**config.mk**
```make
export PLATFORM = sky130hd
export DESIGN_NAME = periodic_timer_table
export DESIGN_NICKNAME = d
export VERILOG_FILES = /design/src/rtl/ptt_pkg.sv /design/src/rtl/periodic_timer_table.sv /design/src/rtl/ptt_slot_ram.sv
export SDC_FILE = /design/constraint.sdc
export NUM_CORES = 2
export LEC_CHECK = 0
export BUFFER_PORTS_ARGS = -buffer_cell sky130_fd_sc_hd__buf_4
export CORE_MARGIN = 3
export CORE_UTILIZATION = 28
export CTS_CLUSTER_DIAMETER = 80
export CTS_CLUSTER_SIZE = 40
export DETAILED_ROUTE_END_ITERATION = 16
export SLEW_MARGIN = 20
export SYNTH_ARGS = -nofsm -noshare
export SYNTH_HDL_FRONTEND = slang
export SYNTH_SLANG_ARGS = --single-unit
```
**constraint.sdc**
```tcl
create_clock -name clk -period 9.9 [get_ports clk]
set_input_delay 1.485 -clock clk [delete_from_list [all_inputs] [get_ports clk]]
set_output_delay 1.485 -clock clk [all_outputs]
set_load 0.03 [all_outputs]
```
**src/rtl/ptt_pkg.sv**
```systemverilog
// ----------------------------------------------------------------------------
// ptt_pkg
// Shared types and codes of the periodic timer table: input and result words,
// the stored timer slot, operation and status codes, sequencer states.
// ----------------------------------------------------------------------------
`default_nettype none

package ptt_pkg;

  // most results reported for one tick
  localparam int unsigned MAX_RESULTS = 16;
  localparam int unsigned RPT_W       = $clog2(MAX_RESULTS + 1);

  // operation codes
  localparam logic [1:0] OP_TICK   = 2'd0;
  localparam logic [1:0] OP_SET    = 2'd1;
  localparam logic [1:0] OP_DELETE = 2'd2;
  localparam logic [1:0] OP_QUERY  = 2'd3;

  // status codes
  localparam logic [2:0] ST_ADDED     = 3'd0;
  localparam logic [2:0] ST_UPDATED   = 3'd1;
  localparam logic [2:0] ST_DONE      = 3'd2;
  localparam logic [2:0] ST_NOT_FOUND = 3'd3;
  localparam logic [2:0] ST_FULL      = 3'd4;
  localparam logic [2:0] ST_FIRED     = 3'd5;

  typedef struct packed {
    logic [1:0]  operation;
    logic [15:0] timer_key;
    logic [15:0] interval;
    logic [15:0] fire_count;
    logic        resident;
    logic        immediate;
    logic [7:0]  callback_tag;
  } in_word_t;

  typedef struct packed {
    logic [2:0]  status;
    logic        fired;
    logic [15:0] result_id;
    logic [7:0]  result_tag;
    logic [15:0] ticks_left;
    logic [15:0] count_left;
    logic        last;
  } out_word_t;

  // one timer as held in the slot memory
  typedef struct packed {
    logic [15:0] id;
    logic [15:0] interval;
    logic [15:0] countdown;
    logic [15:0] count;
    logic        resident;
    logic        immediate;
    logic [7:0]  tag;
  } slot_t;

  typedef enum logic [1:0] {
    S_IDLE,
    S_READ,
    S_EVAL,
    S_FINISH
  } state_t;

endpackage

`default_nettype wire

```
**src/rtl/periodic_timer_table.sv**
```systemverilog
// ----------------------------------------------------------------------------
// periodic_timer_table
// Keyed periodic timer table: tick, set, delete and query words, with fire
// reports on ticks in slot order.
// ----------------------------------------------------------------------------
// Every input word walks all NUM_TIMERS slots through one evaluation unit:
// each slot gets a registered read of the slot memory, then the compare or
// countdown step and its write-back, which waits while the result side holds
// off a report. The next word is accepted only once the final result of the
// word has been loaded into the result register. in_ready is high only
// between words. A tick gives one fired report per firing timer (at most
// sixteen), the last one marked by last, or a single done result when
// nothing fired.
`default_nettype none

module periodic_timer_table #(
  parameter int unsigned NUM_TIMERS = 16
) (
  input  logic               clk,
  input  logic               rst,
  input  logic               in_valid,
  output logic               in_ready,
  input  ptt_pkg::in_word_t  in_word,
  output logic               out_valid,
  input  logic               out_ready,
  output ptt_pkg::out_word_t out_word
);

  localparam int unsigned IDX_W = (NUM_TIMERS > 1) ? $clog2(NUM_TIMERS) : 1;
  localparam logic [IDX_W-1:0] LAST_IDX = IDX_W'(NUM_TIMERS - 1);

  ptt_pkg::state_t    state, state_next;
  ptt_pkg::in_word_t  item;
  logic [IDX_W-1:0]   idx;
  logic [NUM_TIMERS-1:0] slot_valid;

  // search results
  logic               found;
  logic [IDX_W-1:0]   found_idx;
  ptt_pkg::slot_t     found_slot;
  logic               free_found;
  logic [IDX_W-1:0]   free_idx;

  // held fire report, sent once the next one shows whether it is the last
  logic               pend_valid;
  ptt_pkg::out_word_t pend_word;
  logic [ptt_pkg::RPT_W-1:0] rpt_cnt;

  // memory ports
  logic               ram_wr_en;
  logic [IDX_W-1:0]   ram_wr_addr;
  ptt_pkg::slot_t     ram_wr_data;
  logic               ram_rd_en;
  ptt_pkg::slot_t     cur;

  // control
  logic               accept;
  logic               out_free;
  logic               out_load;
  ptt_pkg::out_word_t out_load_word;
  logic               step_go;
  logic               report;
  logic               finish_go;
  logic               cur_valid;
  logic               is_tick;
  logic               id_hit;

  // tick evaluation unit
  logic [15:0]        tk_cd;
  logic [15:0]        tk_cnt;
  logic               tk_fire;
  logic               tk_remove;
  ptt_pkg::slot_t     tk_slot;
  ptt_pkg::out_word_t fire_word;

  // finish results
  ptt_pkg::out_word_t fin_word;
  ptt_pkg::slot_t     set_slot;
  logic [IDX_W-1:0]   set_idx;
  logic               set_write;

  ptt_slot_ram #(
    .DEPTH  (NUM_TIMERS),
    .ADDR_W (IDX_W)
  ) u_ram (
    .clk     (clk),
    .wr_en   (ram_wr_en),
    .wr_addr (ram_wr_addr),
    .wr_data (ram_wr_data),
    .rd_en   (ram_rd_en),
    .rd_addr (idx),
    .rd_data (cur)
  );

  assign in_ready  = (state == ptt_pkg::S_IDLE);
  assign accept    = in_valid && in_ready;
  assign out_free  = !out_valid || out_ready;
  assign cur_valid = slot_valid[idx];
  assign is_tick   = (item.operation == ptt_pkg::OP_TICK);
  assign id_hit    = cur_valid && (cur.id == item.timer_key);

  // countdown step of one slot
  always_comb begin
    tk_cd = cur.immediate ? 16'd0 : ((cur.countdown != 16'd0) ?
            cur.countdown - 16'd1 : 16'd0);
    tk_cnt  = cur.count;
    tk_fire = (tk_cd == 16'd0);
    if (tk_fire) begin
      tk_cd  = cur.interval;
      tk_cnt = (cur.count != 16'd0) ? cur.count - 16'd1 : 16'd0;
    end
    tk_remove = !cur.resident && (tk_cnt == 16'd0);

    tk_slot           = cur;
    tk_slot.countdown = tk_cd;
    tk_slot.count     = tk_cnt;
    tk_slot.immediate = 1'b0;

    fire_word            = '0;
    fire_word.status     = ptt_pkg::ST_FIRED;
    fire_word.fired      = 1'b1;
    fire_word.result_id  = cur.id;
    fire_word.result_tag = cur.tag;
    fire_word.ticks_left = tk_cd;
    fire_word.count_left = tk_cnt;
  end

  // final result and table write of the word
  always_comb begin
    fin_word      = '0;
    fin_word.last = 1'b1;
    set_write     = 1'b0;
    set_idx       = found ? found_idx : free_idx;

    set_slot.id        = item.timer_key;
    set_slot.interval  = item.interval;
    set_slot.countdown = item.interval;
    set_slot.count     = item.fire_count;
    set_slot.resident  = item.resident;
    set_slot.immediate = item.immediate;
    set_slot.tag       = item.callback_tag;

    unique case (item.operation)
      ptt_pkg::OP_TICK: begin
        if (pend_valid) begin
          fin_word      = pend_word;
          fin_word.last = 1'b1;
        end else begin
          fin_word.status = ptt_pkg::ST_DONE;
        end
      end
      ptt_pkg::OP_SET: begin
        set_write = found || free_found;
        fin_word.status = found ? ptt_pkg::ST_UPDATED :
                          (free_found ? ptt_pkg::ST_ADDED : ptt_pkg::ST_FULL);
      end
      ptt_pkg::OP_DELETE: begin
        fin_word.status = found ? ptt_pkg::ST_DONE : ptt_pkg::ST_NOT_FOUND;
      end
      default: begin
        if (found) begin
          fin_word.status     = ptt_pkg::ST_DONE;
          fin_word.result_id  = found_slot.id;
          fin_word.ticks_left = found_slot.countdown;
          fin_word.count_left = found_slot.count;
        end else begin
          fin_word.status = ptt_pkg::ST_NOT_FOUND;
        end
      end
    endcase
  end

  // sequencer: next state and strobes
  always_comb begin
    state_next    = state;
    ram_rd_en     = 1'b0;
    ram_wr_en     = 1'b0;
    ram_wr_addr   = idx;
    ram_wr_data   = tk_slot;
    step_go       = 1'b0;
    finish_go     = 1'b0;
    out_load      = 1'b0;
    out_load_word = fin_word;
    report        = is_tick && cur_valid && tk_fire &&
                    (rpt_cnt < ptt_pkg::RPT_W'(ptt_pkg::MAX_RESULTS));

    unique case (state)
      ptt_pkg::S_IDLE: begin
        if (accept) begin
          state_next = ptt_pkg::S_READ;
        end
      end
      ptt_pkg::S_READ: begin
        ram_rd_en  = 1'b1;
        state_next = ptt_pkg::S_EVAL;
      end
      ptt_pkg::S_EVAL: begin
        // a held report must leave before a new one can be held
        if (!(report && pend_valid && !out_free)) begin
          step_go       = 1'b1;
          ram_wr_en     = is_tick && cur_valid;
          out_load      = report && pend_valid;
          out_load_word = pend_word;
          state_next    = (idx == LAST_IDX) ? ptt_pkg::S_FINISH : ptt_pkg::S_READ;
        end
      end
      ptt_pkg::S_FINISH: begin
        if (out_free) begin
          finish_go   = 1'b1;
          out_load    = 1'b1;
          ram_wr_en   = set_write;
          ram_wr_addr = set_idx;
          ram_wr_data = set_slot;
          state_next  = ptt_pkg::S_IDLE;
        end
      end
      default: begin
        state_next = ptt_pkg::S_IDLE;
      end
    endcase
  end

  always_ff @(posedge clk) begin
    if (rst) begin
      state <= ptt_pkg::S_IDLE;
    end else begin
      state <= state_next;
    end
  end

  // word register and slot index
  always_ff @(posedge clk) begin
    if (accept) begin
      item <= in_word;
    end
  end

  always_ff @(posedge clk) begin
    if (rst) begin
      idx <= '0;
    end else if (accept) begin
      idx <= '0;
    end else if (step_go) begin
      idx <= (idx == LAST_IDX) ? '0 : idx + 1'b1;
    end
  end

  // id search and first free slot
  always_ff @(posedge clk) begin
    if (rst) begin
      found      <= 1'b0;
      free_found <= 1'b0;
    end else if (accept) begin
      found      <= 1'b0;
      free_found <= 1'b0;
    end else if (step_go && !is_tick) begin
      if (id_hit && !found) begin
        found <= 1'b1;
      end
      if (!cur_valid && !free_found) begin
        free_found <= 1'b1;
      end
    end
  end

  always_ff @(posedge clk) begin
    if (step_go && !is_tick) begin
      if (id_hit && !found) begin
        found_idx  <= idx;
        found_slot <= cur;
      end
      if (!cur_valid && !free_found) begin
        free_idx <= idx;
      end
    end
  end

  // slot valid bits
  always_ff @(posedge clk) begin
    if (rst) begin
      slot_valid <= '0;
    end else if (step_go && is_tick && cur_valid && tk_remove) begin
      slot_valid[idx] <= 1'b0;
    end else if (finish_go && set_write) begin
      slot_valid[set_idx] <= 1'b1;
    end else if (finish_go && found && (item.operation == ptt_pkg::OP_DELETE)) begin
      slot_valid[found_idx] <= 1'b0;
    end
  end

  // held fire report and report count
  always_ff @(posedge clk) begin
    if (rst) begin
      pend_valid <= 1'b0;
      rpt_cnt    <= '0;
    end else if (accept) begin
      pend_valid <= 1'b0;
      rpt_cnt    <= '0;
    end else if (step_go && report) begin
      pend_valid <= 1'b1;
      rpt_cnt    <= rpt_cnt + 1'b1;
    end else if (finish_go) begin
      pend_valid <= 1'b0;
    end
  end

  always_ff @(posedge clk) begin
    if (step_go && report) begin
      pend_word <= fire_word;
    end
  end

  // result register
  always_ff @(posedge clk) begin
    if (rst) begin
      out_valid <= 1'b0;
    end else if (out_load) begin
      out_valid <= 1'b1;
    end else if (out_ready) begin
      out_valid <= 1'b0;
    end
  end

  always_ff @(posedge clk) begin
    if (out_load) begin
      out_word <= out_load_word;
    end
  end

`ifndef NO_ASSERTIONS
  // a held report only exists during a tick and was counted
  a_pend_tick: assert property (@(posedge clk) disable iff (rst)
    pend_valid |-> (is_tick && (rpt_cnt != '0)))
    else $error("held report outside a tick or uncounted");

  // report count never passes the limit
  a_rpt_limit: assert property (@(posedge clk) disable iff (rst)
    rpt_cnt <= ptt_pkg::RPT_W'(ptt_pkg::MAX_RESULTS))
    else $error("report count beyond limit");

  // finishing a word always presents a final result
  a_finish_last: assert property (@(posedge clk) disable iff (rst)
    (state == ptt_pkg::S_FINISH && out_free) |=> (out_valid && out_word.last))
    else $error("finish without final result");

  // mid-scan reports are never marked final
  a_mid_not_last: assert property (@(posedge clk) disable iff (rst)
    (state == ptt_pkg::S_EVAL && out_load) |=> (out_valid && !out_word.last))
    else $error("intermediate report marked last");

  // slot memory is written only by the evaluate and finish steps
  a_wr_state: assert property (@(posedge clk) disable iff (rst)
    ram_wr_en |-> (state == ptt_pkg::S_EVAL || state == ptt_pkg::S_FINISH))
    else $error("slot write outside evaluate or finish");
`endif

endmodule

`default_nettype wire

```
**src/rtl/ptt_slot_ram.sv**
```systemverilog
// ----------------------------------------------------------------------------
// ptt_slot_ram
// Timer slot storage: one write port, one read port with registered data.
// ----------------------------------------------------------------------------
`default_nettype none

module ptt_slot_ram #(
  parameter int unsigned DEPTH  = 16,
  parameter int unsigned ADDR_W = 4
) (
  input  logic                clk,
  input  logic                wr_en,
  input  logic [ADDR_W-1:0]   wr_addr,
  input  ptt_pkg::slot_t      wr_data,
  input  logic                rd_en,
  input  logic [ADDR_W-1:0]   rd_addr,
  output ptt_pkg::slot_t      rd_data
);

  ptt_pkg::slot_t mem [DEPTH];

  // write port
  always_ff @(posedge clk) begin
    if (wr_en) begin
      mem[wr_addr] <= wr_data;
    end
  end

  // registered read port
  always_ff @(posedge clk) begin
    if (rd_en) begin
      rd_data <= mem[rd_addr];
    end
  end

endmodule

`default_nettype wire

```
==> summary.txt <==
Cells and area
  – Synthesis-to-layout area growth: 12.7%
  – Final cell count without fillers: between 5000 and 6000
  – Final Net Count: between 2000 and 3000
  – Fill cell total of the finished layout: 19600
  – Ratio of cells with drive above 1 in the final layout: 28.2%

Route
  – Length of the first detailed-routing pass in iterations: 6
  – Via density per instance: 4.75
  – Drt initial violations: around 3300
  – Number of remaining DRC errors: 0
  – Antenna-violating nets left: 0
  – WL final: 137 mm
  – Average routed wire per standard cell: around 24 um
  – Vias after detailed routing: 26600

Logic synthesis
  – Synth Register Bits: 1522
  – Most used standard cells in the synthesized netlist: 1491 x sky130_fd_sc_hd__edfxtp_1, 375 x sky130_fd_sc_hd__mux4_2, 92 x sky130_fd_sc_hd__clkbuf_1, 80 x sky130_fd_sc_hd__nor2_1
  – Seq/Total Area, Yosys: 77.6%
  – Net Count, Synth: 2717
  – Yosys warns: 0
  – Synth Flop Type: sky130_fd_sc_hd__edfxtp_1
  – Number of distinct library cells after synthesis: 64
  – Share of async-settable or async-resettable flops after synthesis: 0%
  – Area share of the leading cell type in the synthesized netlist: roughly three quarters
  – Count of flip-flops with a built-in enable after synthesis: between 1000 and 1500
  – Dominant cell type by area after synthesis: sky130_fd_sc_hd__edfxtp_1
  – Mean instance size in the synthesized netlist: between 20 and 25 sq um
  – Synthesized cell area: 58500 sq um
  – Top-count cell post-synth: sky130_fd_sc_hd__edfxtp_1
  – Largest cells by area after synthesis: sky130_fd_sc_hd__edfxtp_1 77%, sky130_fd_sc_hd__mux4_2 14%, sky130_fd_sc_hd__mux2_2 1.4%, sky130_fd_sc_hd__dfxtp_1 1.1%, sky130_fd_sc_hd__a22o_1 0.76%
  – Post-synthesis instance total: roughly 2600

Critical path
  – Ordered cell list for the critical path: or4_4 -> nor4_2 -> mux2i_1 -> a21oi_2 -> a21o_1 -> buf_4 -> a31oi_1 -> nor2_1 -> nor2b_1 -> nand2_1 -> nor2_4 -> buf_4 -> buf_4
  – Cell occurring most often along the worst timing path: sky130_fd_sc_hd__buf_4
  – Critical Path Source Type: flip-flop
  – Maximum net fanout on the critical path: 27
  – Largest incremental delay on the critical path: 0.76 ns
  – Setup Crit Path Kind: reg2reg
  – Required arrival time at the worst endpoint: around 10 ns
  – Crit path max-delay cell type: sky130_fd_sc_hd__nor2_4
  – Endpoint class of the critical path: flip-flop
  – WP data arrival: 6.50 ns

STA
  – Slew HR: a little under a third
  – Final setup violation count: 0
  – Share of the clock period used by the worst path after layout: 62.0%
  – Setup TNS Final: 0 ns
  – Slew at the pin closest to its max-slew limit: 1.03 ns
  – RSZ-0062 raised after global routing: no
  – Number of max-slew violations in the final report: 0
  – Hold violation total from the final report: 0
  – Fmax: 163 MHz
  – Fin Clk Skew: a little over 0.07 ns
  – Minimum clock period after layout: 6.14 ns

Die
  – Die area: 214000 sq um
  – Effective utilization at floorplan: between 20 and 30%
  – Height of the die: 463 um
  – Die X-Extent: between 400 and 500 um
  – Number of rows created at floorplan: between 150 and 200
  – I/O pin total: 127
  – Core Box Area: about 210000 sq um

Global routing
  – All-Layer GR Usage: about an eighth
  – Largest net degree at the start of global routing: 109
  – Antenna violations before repair: 11
  – Number of global-route vias before repair: between 20000 and 30000
  – Total congestion overflow: 0
  – Wire length of the first global-routing pass: 199 mm

Clock network
  – Clock-pin slew on the worst setup and hold paths: 0.13 ns
  – Clock Root Buffer: sky130_fd_sc_hd__clkbuf_16
  – Total setup buffers inserted after CTS: 0
  – CTS Hold Buffers Added: 0
  – Clock tree from TritonCTS: built
  – Number of gates resized after cts: 0
  – Clock sink count: 1522
  – Clock network latency to the later pin of the worst-skew pair: 0.75 ns
  – Count of H-tree levels built during CTS: 3
  – Number of buffers created by CTS: between 70 and 80
  – Clock Path Buffers: 3

Power
  – Power Density: 175 nW/um^2
  – Final Power: approximately 12 mW
  – Reg power frac: 62.2%
  – Static Leak: 19.2 nW
  – Maximum ir drop on the vdd rail: 118 uV
  – Fraction of power consumed by the clock network: 34.9%
  – Fraction of power spent switching nets: 23.5%
  – Comb power frac: 2.9%
  – Internal power: 8.81 mW
  – Net switching power: 2.70 mW

Placed design
  – Final Wtd Congestion: ~0.81
  – Cell count after placement: 5474
  – Number of port buffers: 126
  – Hpwl dp: 82.0 mm

Status
  – Outcome: complete, no violations

Flow run
  – Max-capacitance violation count: 0

Hold path
  – Path class of the lowest-slack min-delay path: reg2reg
==> final timing paths <==
check                                        from  slack, ns  cells past startpoint               end
worst min register to register   u_ram.rd_data[2]       0.44                      0     pend_word[35]
worst max-delay path            u_ram.rd_data[30]       3.76                     13  u_ram.mem[2][56]
worst max register to register  u_ram.rd_data[30]       3.76                     13  u_ram.mem[2][56]
worst min-delay path             u_ram.rd_data[2]       0.44                      0     pend_word[35]
==> per-stage QoR <==
step / utilization, % / hold slack (ns) / setup WS (ns) / area (sq um)
global route: 31.8 / 0.470 / 3.30 / 65900
detailed placement: 30.3 / 0.433 / 3.66 / 62900
floorplan: - / 0.420 / 3.54 / 58500
CTS: 31.8 / 0.440 / 3.58 / 65900
global placement: 30.3 / 0.428 / 3.84 / 62900
finish: 31.8 / 0.440 / 3.76 / 65900
==> routing by layer <==
metal	GRT usage [%]	share of wire [%]	up-vias
met5	0	0.017	-
met4	2.38	1.3	4
met3	1.71	5.9	110
met2	19.8	47	852
met1	18.6	45	14400
li1	-	-	11300
==> sequential cells by signal, summed over array words and instances, names as in the netlist, 2 cells and up <==
signal         flops
item              60
u_ram.mem       1184
out_word          61
found_slot        48
pend_word         56
u_ram.rd_data     74
idx                4
rpt_cnt            5
state              2
slot_valid        16
free_idx           4
found_idx          4
==> logic make-up (layout without fill, tap and decap cells) <==
logic type               count (synthesis)  count (layout)  synth area share, %
flip-flops                            1522            1522                 77.6
multiplexers                           458             458                 16.0
XOR/XNOR                                33              33                0.494
AO/OA/AOI/OAI                          190             190                 2.18
other                                    0               5                    0
buffers and inverters                  141             315                0.963
adder cells (fa/ha/maj)                  8               8                0.171
AND/OR/NAND/NOR                        293             293                 2.55
==> cells in the final DEF (no fill, tap or decap), types with 4 or more instances in the layout <==
cell type / count
sky130_fd_sc_hd__a21oi_1: 33
sky130_fd_sc_hd__a22o_1: 51
sky130_fd_sc_hd__a31oi_1: 4
sky130_fd_sc_hd__a32oi_1: 4
sky130_fd_sc_hd__and2_1: 10
sky130_fd_sc_hd__buf_4: 167
sky130_fd_sc_hd__clkbuf_16: 72
sky130_fd_sc_hd__clkinv_16: 20
sky130_fd_sc_hd__clkinv_8: 6
sky130_fd_sc_hd__clkinvlp_4: 4
sky130_fd_sc_hd__dfxtp_1: 27
sky130_fd_sc_hd__dfxtp_4: 4
sky130_fd_sc_hd__diode_2: 5
sky130_fd_sc_hd__edfxtp_1: 1491
sky130_fd_sc_hd__ha_1: 8
sky130_fd_sc_hd__inv_1: 12
sky130_fd_sc_hd__inv_12: 4
sky130_fd_sc_hd__inv_16: 11
sky130_fd_sc_hd__inv_8: 8
sky130_fd_sc_hd__mux2_2: 74
sky130_fd_sc_hd__mux2i_1: 8
sky130_fd_sc_hd__mux4_2: 375
sky130_fd_sc_hd__nand2_1: 73
sky130_fd_sc_hd__nand2b_1: 20
sky130_fd_sc_hd__nand3_1: 23
sky130_fd_sc_hd__nand4_1: 6
sky130_fd_sc_hd__nor2_1: 62
sky130_fd_sc_hd__nor2_4: 18
sky130_fd_sc_hd__nor2b_1: 14
sky130_fd_sc_hd__nor3_1: 13
sky130_fd_sc_hd__nor4_1: 6
sky130_fd_sc_hd__o21ai_0: 64
sky130_fd_sc_hd__or3_1: 9
sky130_fd_sc_hd__or4_1: 8
sky130_fd_sc_hd__xnor2_1: 17
sky130_fd_sc_hd__xor2_1: 16
==> layout make-up <==
type | instances | area, sq um | area share (%)
clock inverter | 61 | 1160 | 1.76
multi-input combinational | 982 | 12700 | 19.3
inverter | 12 | 45.0 | 0.0683
tap | 2788 | 3490 | 5.29
antenna | 5 | 12.5 | 0.0190
sequential | 1522 | 45400 | 68.9
timing repair buffer | 170 | 1300 | 1.97
clock buffer | 72 | 1800 | 2.73
==> power groups by stage <==
| stage | sequential (mW) | combinational [mW] | clock [mW] |
|---|---|---|---|
| 6_report | 7.16 | 0.330 | 4.02 |
| 3_3_place_gp | 7.31 | 0.328 | 0 |
| 2_1_floorplan | 7.28 | 0.196 | 0 |
| 3_5_place_dp | 7.31 | 0.336 | 0 |
| 5_1_grt | 7.17 | 0.361 | 4.35 |
| 4_1_cts | 7.17 | 0.337 | 4.13 |
==> worst max-delay path, delay by kind of cell (launching register included) <==
family / cells / cell delay [ns]
AO/OA/AOI/OAI: 3 / 1.00
buffers and inverters: 3 / 1.37
flip-flops: 1 / 0.57
multiplexers: 1 / 0.51
AND/OR/NAND/NOR: 6 / 2.26
(Power assumes the default switching activity.)
